File: src/sv/fpip_pkg.sv
`timescale 1ns / 1ps
// ============================================================================
// fpip_pkg
// Shared types and constants for the binary64 integer power block.
// ============================================================================
package fpip_pkg;

    // binary64 constants
    localparam logic [63:0] ONE_BITS      = 64'h3FF0_0000_0000_0000;
    localparam logic [63:0] DEFAULT_NAN   = 64'hFFF8_0000_0000_0000;
    localparam logic [10:0] EXP_MAX       = 11'h7FF;
    // magnitude bits of 1e-7; |x| below this is near zero
    localparam logic [62:0] NEAR_ZERO_MAG = 63'h3E7A_D7F2_9ABC_AF48;

    // operation of the shared float unit
    typedef enum logic
    {
        FPU_MUL,
        FPU_RECIP
    } fpu_op_t;

    // controller to datapath commands
    typedef struct packed
    {
        logic    load_in;
        logic    idx_dec;
        logic    acc_load;
        logic    fpu_start;
        fpu_op_t fpu_op;
        logic    use_base;
        logic    out_load;
        logic    out_invalid;
    } ctrl_cmd_t;

    // datapath to controller status
    typedef struct packed
    {
        logic invalid_case;
        logic mag_zero;
        logic negative;
        logic mag_bit;
        logic idx_zero;
        logic fpu_done;
    } dp_status_t;

endpackage

File: src/sv/float_power_integer_exponent_top.sv
`timescale 1ns / 1ps
// ============================================================================
// float_power_integer_exponent_top
// binary64 base raised to a signed integer power by square-and-multiply.
// ============================================================================
//  channel  dir  tdata                                   tuser
//  s_axis   in   base[63:0], exponent[EXPONENT_BITS-1:0]  -
//  m_axis   out  power_bits[63:0]                         invalid
//
// One request at a time. A square or multiply runs on the shared float unit:
// it accumulates three partial products, normalizes, shifts into the subnormal
// range where needed and rounds. The reciprocal takes longer, more for a
// subnormal operand. An exponent costs up to one square and one multiply per
// exponent bit, plus the reciprocal.
// Reset is asynchronous, active low, and clears all control state.
// A waiting result sits in the output register while the next request is taken.
// ============================================================================
module float_power_integer_exponent_top
#(
    parameter int EXPONENT_BITS = 32
)
(
    input  logic                                  clk,
    input  logic                                  rst_n,
    input  logic                                  s_tvalid,
    output logic                                  s_tready,
    // base, exponent from bit 0 up
    input  logic [((64+EXPONENT_BITS+7)/8)*8-1:0] s_tdata,
    output logic                                  m_tvalid,
    input  logic                                  m_tready,
    // power_bits
    output logic [63:0]                           m_tdata,
    // invalid
    output logic                                  m_tuser
);

    fpip_pkg::ctrl_cmd_t  cmd;
    fpip_pkg::dp_status_t status;

    fpip_ctrl u_ctrl
    (
        .clk       (clk),
        .rst_n     (rst_n),
        .in_valid  (s_tvalid),
        .in_ready  (s_tready),
        .out_valid (m_tvalid),
        .out_ready (m_tready),
        .status    (status),
        .cmd       (cmd)
    );

    fpip_datapath #(.EXPONENT_BITS(EXPONENT_BITS)) u_datapath
    (
        .clk        (clk),
        .rst_n      (rst_n),
        .cmd        (cmd),
        .base       (s_tdata[63:0]),
        .exponent   (s_tdata[64 +: EXPONENT_BITS]),
        .status     (status),
        .power_bits (m_tdata),
        .invalid    (m_tuser)
    );

endmodule

File: src/sv/fpip_fpu.sv
`timescale 1ns / 1ps
// ============================================================================
// fpip_fpu
// Multi-cycle binary64 unit: a * b or 1.0 / a, round to nearest even.
// ============================================================================
module fpip_fpu
(
    input  logic                 clk,
    input  logic                 rst_n,
    input  logic                 start,
    input  fpip_pkg::fpu_op_t    op,
    input  logic [63:0]          a,
    input  logic [63:0]          b,
    output logic                 done,
    output logic [63:0]          result
);

    typedef enum logic [2:0]
    {
        F_IDLE,
        F_MUL,
        F_DIVN,
        F_DIV,
        F_NORM,
        F_DENORM,
        F_ROUND,
        F_DONE
    } fstate_t;

    fstate_t             fstate_reg, fstate_next;
    logic                sign_reg, sign_next;
    logic signed [12:0]  exp_reg, exp_next;
    logic [52:0]         ma_reg, ma_next;
    logic [53:0]         mb_reg, mb_next;
    logic [53:0]         rem_reg, rem_next;
    logic [55:0]         quo_reg, quo_next;
    logic [105:0]        prod_reg, prod_next;
    logic [5:0]          cnt_reg, cnt_next;
    logic [63:0]         res_reg, res_next;

    // operand classification
    logic [10:0] a_exp, b_exp;
    logic        a_nan, b_nan, a_inf, b_inf, a_zero, b_zero;
    logic [70:0] pp;
    logic [105:0] pp_shift;
    logic        ge;
    logic [53:0] diff;
    logic        rnd_inc;
    logic [10:0] efield;

    assign a_exp  = a[62:52];
    assign b_exp  = b[62:52];
    assign a_nan  = (a_exp == fpip_pkg::EXP_MAX) && (a[51:0] != 52'd0);
    assign b_nan  = (b_exp == fpip_pkg::EXP_MAX) && (b[51:0] != 52'd0);
    assign a_inf  = (a_exp == fpip_pkg::EXP_MAX) && (a[51:0] == 52'd0);
    assign b_inf  = (b_exp == fpip_pkg::EXP_MAX) && (b[51:0] == 52'd0);
    assign a_zero = (a[62:0] == 63'd0);
    assign b_zero = (b[62:0] == 63'd0);

    // 53 x 18 partial product, one multiplier digit per cycle
    assign pp = {18'd0, ma_reg} * {53'd0, mb_reg[17:0]};

    always_comb
    begin
        case (cnt_reg[1:0])
            2'd0:    pp_shift = {35'd0, pp};
            2'd1:    pp_shift = {17'd0, pp, 18'd0};
            default: pp_shift = {pp[69:0], 36'd0};
        endcase
    end

    // restoring division step
    assign ge   = (rem_reg >= {1'b0, ma_reg});
    assign diff = ge ? (rem_reg - {1'b0, ma_reg}) : rem_reg;

    // rounding
    assign rnd_inc = prod_reg[52] & ((|prod_reg[51:0]) | prod_reg[53]);
    assign efield  = prod_reg[105] ? exp_reg[10:0] : 11'd0;

    always_comb
    begin
        fstate_next = fstate_reg;
        sign_next   = sign_reg;
        exp_next    = exp_reg;
        ma_next     = ma_reg;
        mb_next     = mb_reg;
        rem_next    = rem_reg;
        quo_next    = quo_reg;
        prod_next   = prod_reg;
        cnt_next    = cnt_reg;
        res_next    = res_reg;

        case (fstate_reg)
            F_IDLE:
            begin
                if (start)
                begin
                    fstate_next = F_DONE;
                    cnt_next    = 6'd0;
                    if (op == fpip_pkg::FPU_MUL)
                    begin
                        sign_next = a[63] ^ b[63];
                        if (a_nan)
                            res_next = a | 64'h0008_0000_0000_0000;
                        else if (b_nan)
                            res_next = b | 64'h0008_0000_0000_0000;
                        else if ((a_inf && b_zero) || (a_zero && b_inf))
                            res_next = fpip_pkg::DEFAULT_NAN;
                        else if (a_inf || b_inf)
                            res_next = {a[63] ^ b[63], fpip_pkg::EXP_MAX, 52'd0};
                        else if (a_zero || b_zero)
                            res_next = {a[63] ^ b[63], 63'd0};
                        else
                        begin
                            ma_next   = {a_exp != 11'd0, a[51:0]};
                            mb_next   = {1'b0, b_exp != 11'd0, b[51:0]};
                            exp_next  = 13'(a_exp == 11'd0 ? 11'd1 : a_exp)
                                      + 13'(b_exp == 11'd0 ? 11'd1 : b_exp)
                                      - 13'sd1022;
                            prod_next = 106'd0;
                            fstate_next = F_MUL;
                        end
                    end
                    else
                    begin
                        sign_next = a[63];
                        if (a_zero)
                            res_next = {a[63], fpip_pkg::EXP_MAX, 52'd0};
                        else if (a_nan)
                            res_next = a | 64'h0008_0000_0000_0000;
                        else if (a_inf)
                            res_next = {a[63], 63'd0};
                        else
                        begin
                            ma_next  = {a_exp != 11'd0, a[51:0]};
                            exp_next = 13'(a_exp == 11'd0 ? 11'd1 : a_exp);
                            fstate_next = F_DIVN;
                        end
                    end
                end
            end

            // accumulate three partial products
            F_MUL:
            begin
                prod_next = prod_reg + pp_shift;
                mb_next   = {18'd0, mb_reg[53:18]};
                cnt_next  = cnt_reg + 6'd1;
                if (cnt_reg == 6'd2)
                    fstate_next = F_NORM;
            end

            // normalize the divisor, then set up quotient exponent
            F_DIVN:
            begin
                if (ma_reg[52])
                begin
                    rem_next    = 54'd1 << 52;
                    exp_next    = 13'sd2046 - exp_reg;
                    fstate_next = F_DIV;
                end
                else
                begin
                    ma_next  = {ma_reg[51:0], 1'b0};
                    exp_next = exp_reg - 13'sd1;
                end
            end

            // one quotient bit per cycle, 56 bits
            F_DIV:
            begin
                rem_next = {diff[52:0], 1'b0};
                quo_next = {quo_reg[54:0], ge};
                cnt_next = cnt_reg + 6'd1;
                if (cnt_reg == 6'd55)
                begin
                    prod_next   = {quo_reg[54:0], ge, 49'd0, diff != 54'd0};
                    fstate_next = F_NORM;
                end
            end

            // left normalize one bit per cycle
            F_NORM:
            begin
                if (!prod_reg[105] && (exp_reg > 13'sd1))
                begin
                    prod_next = {prod_reg[104:0], 1'b0};
                    exp_next  = exp_reg - 13'sd1;
                end
                else if (exp_reg < 13'sd1)
                    fstate_next = F_DENORM;
                else
                    fstate_next = F_ROUND;
            end

            // right shift into the subnormal range, jamming sticky
            F_DENORM:
            begin
                if (exp_reg < -13'sd110)
                begin
                    prod_next = {105'd0, 1'b1};
                    exp_next  = 13'sd1;
                end
                else if (exp_reg < 13'sd1)
                begin
                    prod_next = {1'b0, prod_reg[105:2], prod_reg[1] | prod_reg[0]};
                    exp_next  = exp_reg + 13'sd1;
                end
                else
                    fstate_next = F_ROUND;
            end

            F_ROUND:
            begin
                if (exp_reg >= 13'sd2047)
                    res_next = {sign_reg, fpip_pkg::EXP_MAX, 52'd0};
                else
                    res_next = {sign_reg,
                                {efield, prod_reg[104:53]} + {62'd0, rnd_inc}};
                fstate_next = F_DONE;
            end

            F_DONE:
            begin
                fstate_next = F_IDLE;
            end

            default:
            begin
                fstate_next = F_IDLE;
            end
        endcase
    end

    always_ff @(posedge clk or negedge rst_n)
    begin
        if (!rst_n)
            fstate_reg <= F_IDLE;
        else
            fstate_reg <= fstate_next;
    end

    always_ff @(posedge clk)
    begin
        sign_reg <= sign_next;
        exp_reg  <= exp_next;
        ma_reg   <= ma_next;
        mb_reg   <= mb_next;
        rem_reg  <= rem_next;
        quo_reg  <= quo_next;
        prod_reg <= prod_next;
        cnt_reg  <= cnt_next;
        res_reg  <= res_next;
    end

    assign done   = (fstate_reg == F_DONE);
    assign result = res_reg;

endmodule

File: src/sv/fpip_datapath.sv
`timescale 1ns / 1ps
// ============================================================================
// fpip_datapath
// Operand, exponent scan, accumulator and output registers around the FPU.
// ============================================================================
module fpip_datapath
#(
    parameter int EXPONENT_BITS = 32
)
(
    input  logic                       clk,
    input  logic                       rst_n,
    input  fpip_pkg::ctrl_cmd_t        cmd,
    input  logic [63:0]                base,
    input  logic [EXPONENT_BITS-1:0]   exponent,
    output fpip_pkg::dp_status_t       status,
    output logic [63:0]                power_bits,
    output logic                       invalid
);

    localparam int IW = (EXPONENT_BITS > 1) ? $clog2(EXPONENT_BITS) : 1;

    logic [63:0]              base_reg;
    logic                     neg_reg;
    logic                     nz_reg;
    logic [EXPONENT_BITS-1:0] mag_reg;
    logic [IW-1:0]            idx_reg;
    logic [63:0]              acc_reg;
    logic [63:0]              out_bits_reg;
    logic                     out_inv_reg;
    logic [63:0]              fpu_result;
    logic                     fpu_done;
    logic [EXPONENT_BITS-1:0] mag_in;

    // magnitude of the two's complement exponent
    assign mag_in = exponent[EXPONENT_BITS-1] ? (~exponent + 1'b1) : exponent;

    fpip_fpu u_fpu
    (
        .clk    (clk),
        .rst_n  (rst_n),
        .start  (cmd.fpu_start),
        .op     (cmd.fpu_op),
        .a      (acc_reg),
        .b      (cmd.use_base ? base_reg : acc_reg),
        .done   (fpu_done),
        .result (fpu_result)
    );

    // operand and accumulator registers
    always_ff @(posedge clk)
    begin
        if (cmd.load_in)
        begin
            base_reg <= base;
            neg_reg  <= exponent[EXPONENT_BITS-1];
            nz_reg   <= (base[62:0] < fpip_pkg::NEAR_ZERO_MAG);
            mag_reg  <= mag_in;
            idx_reg  <= IW'(EXPONENT_BITS - 1);
            acc_reg  <= fpip_pkg::ONE_BITS;
        end
        else
        begin
            if (cmd.idx_dec)
                idx_reg <= idx_reg - 1'b1;
            if (cmd.acc_load)
                acc_reg <= fpu_result;
        end
    end

    // output register
    always_ff @(posedge clk)
    begin
        if (cmd.out_load)
        begin
            out_bits_reg <= cmd.out_invalid ? 64'd0 : acc_reg;
            out_inv_reg  <= cmd.out_invalid;
        end
    end

    always_comb
    begin
        status.invalid_case = neg_reg & nz_reg;
        status.mag_zero     = (mag_reg == '0);
        status.negative     = neg_reg;
        status.mag_bit      = mag_reg[idx_reg];
        status.idx_zero     = (idx_reg == '0);
        status.fpu_done     = fpu_done;
    end

    assign power_bits = out_bits_reg;
    assign invalid    = out_inv_reg;

endmodule

File: src/sv/fpip_ctrl.sv
`timescale 1ns / 1ps
// ============================================================================
// fpip_ctrl
// Sequencer for square-and-multiply, final reciprocal and the result request.
// ============================================================================
module fpip_ctrl
(
    input  logic                  clk,
    input  logic                  rst_n,
    input  logic                  in_valid,
    output logic                  in_ready,
    output logic                  out_valid,
    input  logic                  out_ready,
    input  fpip_pkg::dp_status_t  status,
    output fpip_pkg::ctrl_cmd_t   cmd
);

    typedef enum logic [3:0]
    {
        S_IDLE,
        S_CHECK,
        S_SCAN,
        S_SQ,
        S_SQ_WAIT,
        S_MX,
        S_MX_WAIT,
        S_NEXT,
        S_RCP,
        S_RCP_WAIT,
        S_FINISH
    } state_t;

    state_t state_reg, state_next;
    logic   out_valid_reg, out_valid_next;
    logic   inv_reg, inv_next;

    // next state and commands
    always_comb
    begin
        state_next     = state_reg;
        inv_next       = inv_reg;
        out_valid_next = out_valid_reg & ~out_ready;
        cmd            = '0;
        cmd.fpu_op     = fpip_pkg::FPU_MUL;
        in_ready       = (state_reg == S_IDLE);

        case (state_reg)
            S_IDLE:
            begin
                if (in_valid)
                begin
                    cmd.load_in = 1'b1;
                    state_next  = S_CHECK;
                end
            end

            S_CHECK:
            begin
                inv_next = status.invalid_case;
                if (status.invalid_case || status.mag_zero)
                    state_next = S_FINISH;
                else
                    state_next = S_SCAN;
            end

            // skip leading zero bits of the magnitude
            S_SCAN:
            begin
                if (status.mag_bit)
                    state_next = S_SQ;
                else
                    cmd.idx_dec = 1'b1;
            end

            S_SQ:
            begin
                cmd.fpu_start = 1'b1;
                state_next    = S_SQ_WAIT;
            end

            S_SQ_WAIT:
            begin
                if (status.fpu_done)
                begin
                    cmd.acc_load = 1'b1;
                    state_next   = status.mag_bit ? S_MX : S_NEXT;
                end
            end

            S_MX:
            begin
                cmd.fpu_start = 1'b1;
                cmd.use_base  = 1'b1;
                state_next    = S_MX_WAIT;
            end

            S_MX_WAIT:
            begin
                if (status.fpu_done)
                begin
                    cmd.acc_load = 1'b1;
                    state_next   = S_NEXT;
                end
            end

            S_NEXT:
            begin
                if (status.idx_zero)
                    state_next = status.negative ? S_RCP : S_FINISH;
                else
                begin
                    cmd.idx_dec = 1'b1;
                    state_next  = S_SQ;
                end
            end

            S_RCP:
            begin
                cmd.fpu_start = 1'b1;
                cmd.fpu_op    = fpip_pkg::FPU_RECIP;
                state_next    = S_RCP_WAIT;
            end

            S_RCP_WAIT:
            begin
                cmd.fpu_op = fpip_pkg::FPU_RECIP;
                if (status.fpu_done)
                begin
                    cmd.acc_load = 1'b1;
                    state_next   = S_FINISH;
                end
            end

            // hand off once the output register is free
            S_FINISH:
            begin
                if (!out_valid_reg || out_ready)
                begin
                    cmd.out_load    = 1'b1;
                    cmd.out_invalid = inv_reg;
                    out_valid_next  = 1'b1;
                    state_next      = S_IDLE;
                end
            end

            default:
            begin
                state_next = S_IDLE;
            end
        endcase
    end

    always_ff @(posedge clk or negedge rst_n)
    begin
        if (!rst_n)
        begin
            state_reg     <= S_IDLE;
            out_valid_reg <= 1'b0;
            inv_reg       <= 1'b0;
        end
        else
        begin
            state_reg     <= state_next;
            out_valid_reg <= out_valid_next;
            inv_reg       <= inv_next;
        end
    end

    assign out_valid = out_valid_reg;

endmodule

File: config.mk
export PLATFORM = sky130hd
export DESIGN_NAME = float_power_integer_exponent_top
export DESIGN_NICKNAME = d
export VERILOG_FILES = /design/src/sv/fpip_pkg.sv /design/src/sv/float_power_integer_exponent_top.sv /design/src/sv/fpip_fpu.sv /design/src/sv/fpip_datapath.sv /design/src/sv/fpip_ctrl.sv
export SDC_FILE = /design/constraint.sdc
export NUM_CORES = 2
export LEC_CHECK = 0
export ABC_AREA = 1
export BUFFER_PORTS_ARGS = -buffer_cell sky130_fd_sc_hd__buf_2
export CAP_MARGIN = 20
export CELL_PAD_IN_SITES_DETAIL_PLACEMENT = 0
export CELL_PAD_IN_SITES_GLOBAL_PLACEMENT = 1
export CORE_MARGIN = 2
export CORE_UTILIZATION = 49
export CTS_CLUSTER_SIZE = 14
export DETAILED_ROUTE_END_ITERATION = 10
export PLACE_DENSITY_LB_ADDON = 0.05
export SLEW_MARGIN = 20
export SYNTH_ARGS = -nofsm -noshare
export SYNTH_HDL_FRONTEND = slang
export SYNTH_SLANG_ARGS = --single-unit
File: constraint.sdc
create_clock -name clk -period 11.07 [get_ports clk]
set_clock_uncertainty 0.15 [all_clocks]
set_input_delay 1.107 -clock clk [delete_from_list [all_inputs] [get_ports clk]]
set_output_delay 1.107 -clock clk [all_outputs]
set_load 0.01 [all_outputs]
==> results by group <==
Worst setup path
  – RR Startpoint: u_datapath.u_fpu.ma_reg[21]
  – WP data required: 11360 ps
  – Worst stage delay on the critical path: 950 ps
  – Critical path endpoint category: flip-flop
  – CP Class: reg -> reg
  – Worst path top cell family by delay: adder cells
  – Reg2Reg Setup Slack: 240 ps
  – R2r worst-path depth: 38
  – Slowest cell on crit path: edfxtp_1
  – CP arrival: 11120 ps
  – Worst Setup Start Kind: flip-flop
  – Worst r2r dst: u_datapath.u_fpu.prod_reg[69]
  – Crit path max fanout: 17
  – CP bufs+invs: 6

Clock network
  – Root buf cell: clkbuf_16
  – CTS max path bufs: 3
  – CTS Sinks: 645
  – CTS tree: built
  – CTS Buf Count: 78
  – H-tree Lvls: 3
  – Latest clock arrival within the worst-skew pair: 730 ps
  – Clock Pin Slew Worst Setup and Hold Paths: 70 ps
  – Hold buffer count at cts: 0

Die
  – Die ar.: 161000 um2
  – Die X: 402 um
  – Initial Util: 0.495
  – Die height: 402 um
  – Core Area: 157000 um2
  – Num ports: 167
  – Row count: 145

Logic synthesis
  – Top-count cell post-synth: nand2_1
  – Post-Synth XOR/XNOR Area: 0.0192
  – Ys Warns: 0
  – Post-synth top flop: edfxtp_1
  – Register area share after synthesis: 0.240
  – Synth Area in Compound Gates: 0.114
  – Synth area leader: edfxtp_1
  – Syn avg cell area: 7.32 um2
  – Synth unique cells: 68
  – Simple-Gate Fraction of Synth Area: 0.224
  – Largest family of logic cells by synthesized area: adder cells
  – Fraction of registers with async set/reset: 0.0140
  – Yosys top cell area share: 0.220
  – Mux share of post-synthesis cell area: 0
  – Most common library cells after synthesis: nand2_1, inv_1, nor2_1
  – Top post-synthesis cells by area: edfxtp_1, fa_1, nand2_1
  – Syn_nets: 11800
  – Synthesized area: 77500 um2
  – Adder-cell share of the synthesized area: 0.266
  – Cells after synthesis: 10600
  – Post-synth EDFFs: 567
  – Post-synthesis register bit count: 645

GRT
  – Routing usage on met2: 0.579
  – Vias in the first global route: 72600
  – GRT overflow: 0
  – Total GRT Usage: 0.380
  – Routing usage on met3: 0.0783
  – Met1 capacity usage during global routing: 0.519
  – Pin count of the biggest net entering global routing: 110
  – GR peak layer: met2
  – Global-route wire length before repair: 460000 um
  – Number of antenna violations at the first check in global routing: 15

Timing
  – Hold Slack: 122 ps
  – Fmax: 92.4 MHz
  – Finish-stage setup viols: 0
  – Slew Limit Fails: 0
  – Final hold vios: 0
  – Relative slew slack: 0.204
  – Min Tclk post-route: 10830 ps
  – Worst Max-Slew Pin Slew: 1190 ps
  – Final TNS setup: 0 ps
  – Final period util: 0.978
  – RSZ-0062 raised after global routing: no

Final layout
  – Max reg flops: 106
  – Nets@finish: 12000
  – Layout area overhead: 8.94%
  – Final instance area: 84400 um2
  – Fin util: 0.539
  – Share of post-route cells with drive strength above 1: 0.0619

Routing
  – Vias/cell: 5.67
  – Final wirelength: 309000 um
  – Residual DRC count: 0
  – Drt pass-1 iters: 9
  – Antenna-violating nets left: 0
  – Initial DRC count: 8486
  – Routed vias: 72900
  – Drt wl/cell: 24.0 um

Outcome
  – Status: completed

Placement
  – Routability cong.: 1.04
  – DP HPWL: 247000 um
  – Placement Cell Area: 81600 um2
  – Port Buffers: 166

Min path
  – Worst hold path class: in -> async

Run
  – Max_cap viols: 0
[what timing repair did]
action	in CTS	in global routing
setup endpoints to repair	1	14
resized for setup	1	3
setup buffers	5	11
[stage by stage]
stage | setup slack (ps) | cells
floorplan | 2870 | 10600
global placement | -166 | 12700
detailed placement | -148 | 12700
CTS | 137 | 12800
global route | 18.4 | 12800
finish | 244 | 12800
[worst max-delay path by stage]
stage / end / start / cells after the start / slack (ps)
2_1_floorplan: u_datapath.u_fpu.prod_reg[83] / u_datapath.u_fpu.ma_reg[15] / 38 / 2870
3_3_place_gp: u_datapath.u_fpu.prod_reg[79] / u_datapath.u_fpu.mb_reg[8] / 34 / -170
3_5_place_dp: u_datapath.u_fpu.prod_reg[79] / u_datapath.u_fpu.mb_reg[8] / 40 / -150
4_1_cts: u_datapath.u_fpu.prod_reg[71] / u_datapath.u_fpu.ma_reg[11] / 33 / 140
5_1_grt: u_datapath.u_fpu.prod_reg[79] / u_datapath.u_fpu.mb_reg[16] / 37 / 20
6_report: u_datapath.u_fpu.prod_reg[69] / u_datapath.u_fpu.ma_reg[21] / 38 / 240
[logic make-up (layout without fill, tap and decap cells)]
family | count (synthesis) | after routing
AND/OR/NAND/NOR | 4283 | 4283
AO/OA/AOI/OAI | 1530 | 1530
XOR/XNOR | 170 | 170
other | 0 | 3
buffers and inverters | 2805 | 3002
flip-flops | 645 | 645
adder cells (fa/ha/maj) | 1153 | 1153
[placed cells by master, fill, tap and decap left out, drive strengths merged, types with 27 or more instances in the layout]
| cell type | Yosys | layout |
|---|---|---|
| a21oi | 508 | 508 |
| inv | 2388 | 2397 |
| o21bai | 44 | 44 |
| o21a | 35 | 35 |
| or2 | 39 | 39 |
| fa | 819 | 819 |
| edfxtp | 567 | 567 |
| o211ai | 38 | 38 |
| nor3 | 122 | 122 |
| xnor2 | 33 | 33 |
| nor2 | 918 | 918 |
| ha | 334 | 334 |
| dfxtp | 69 | 69 |
| nand3 | 343 | 343 |
| o22ai | 81 | 81 |
| o221ai | 78 | 78 |
| buf | 86 | 463 |
| clkinv | 7 | 39 |
| clkbuf | 324 | 97 |
| nand2 | 2662 | 2662 |
| nor4 | 61 | 61 |
| a21boi | 27 | 27 |
| xor2 | 137 | 137 |
| a31oi | 49 | 49 |
| o21ai | 571 | 571 |
| nand4 | 97 | 97 |
[worst register-to-register path: cells and delay by family (launching register included)]
family	cells	cell delay (ps)
compound gates	9	2190
xor+xnor	1	610
fa+ha+maj	8	4000
buf+inv	6	400
flops	1	950
simple gates	14	2270
[metal layers]
layer,up-vias,part of all wire
met5,-,0.00037
met4,18,0.055
met3,698,0.10
met2,3631,0.43
met1,35300,0.41
li1,33200,-
[area by class of cell]
| cell class | count | area (um2) |
|---|---|---|
| Antenna cell | 3 | 7.51 |
| Clock inverter | 47 | 465 |
| Clock buffer | 97 | 2090 |
| Fill cell | 15400 | 72200 |
| Timing Repair Buffer | 463 | 3320 |
| Multi-Input combinational cell | 7136 | 48300 |
| Inverter | 2395 | 8990 |
| Sequential cell | 645 | 18600 |
| Tap cell | 2058 | 2570 |
Power is not shown: default switching activity piles up to over one toggle a cycle in this logic, so the estimate is an artifact.
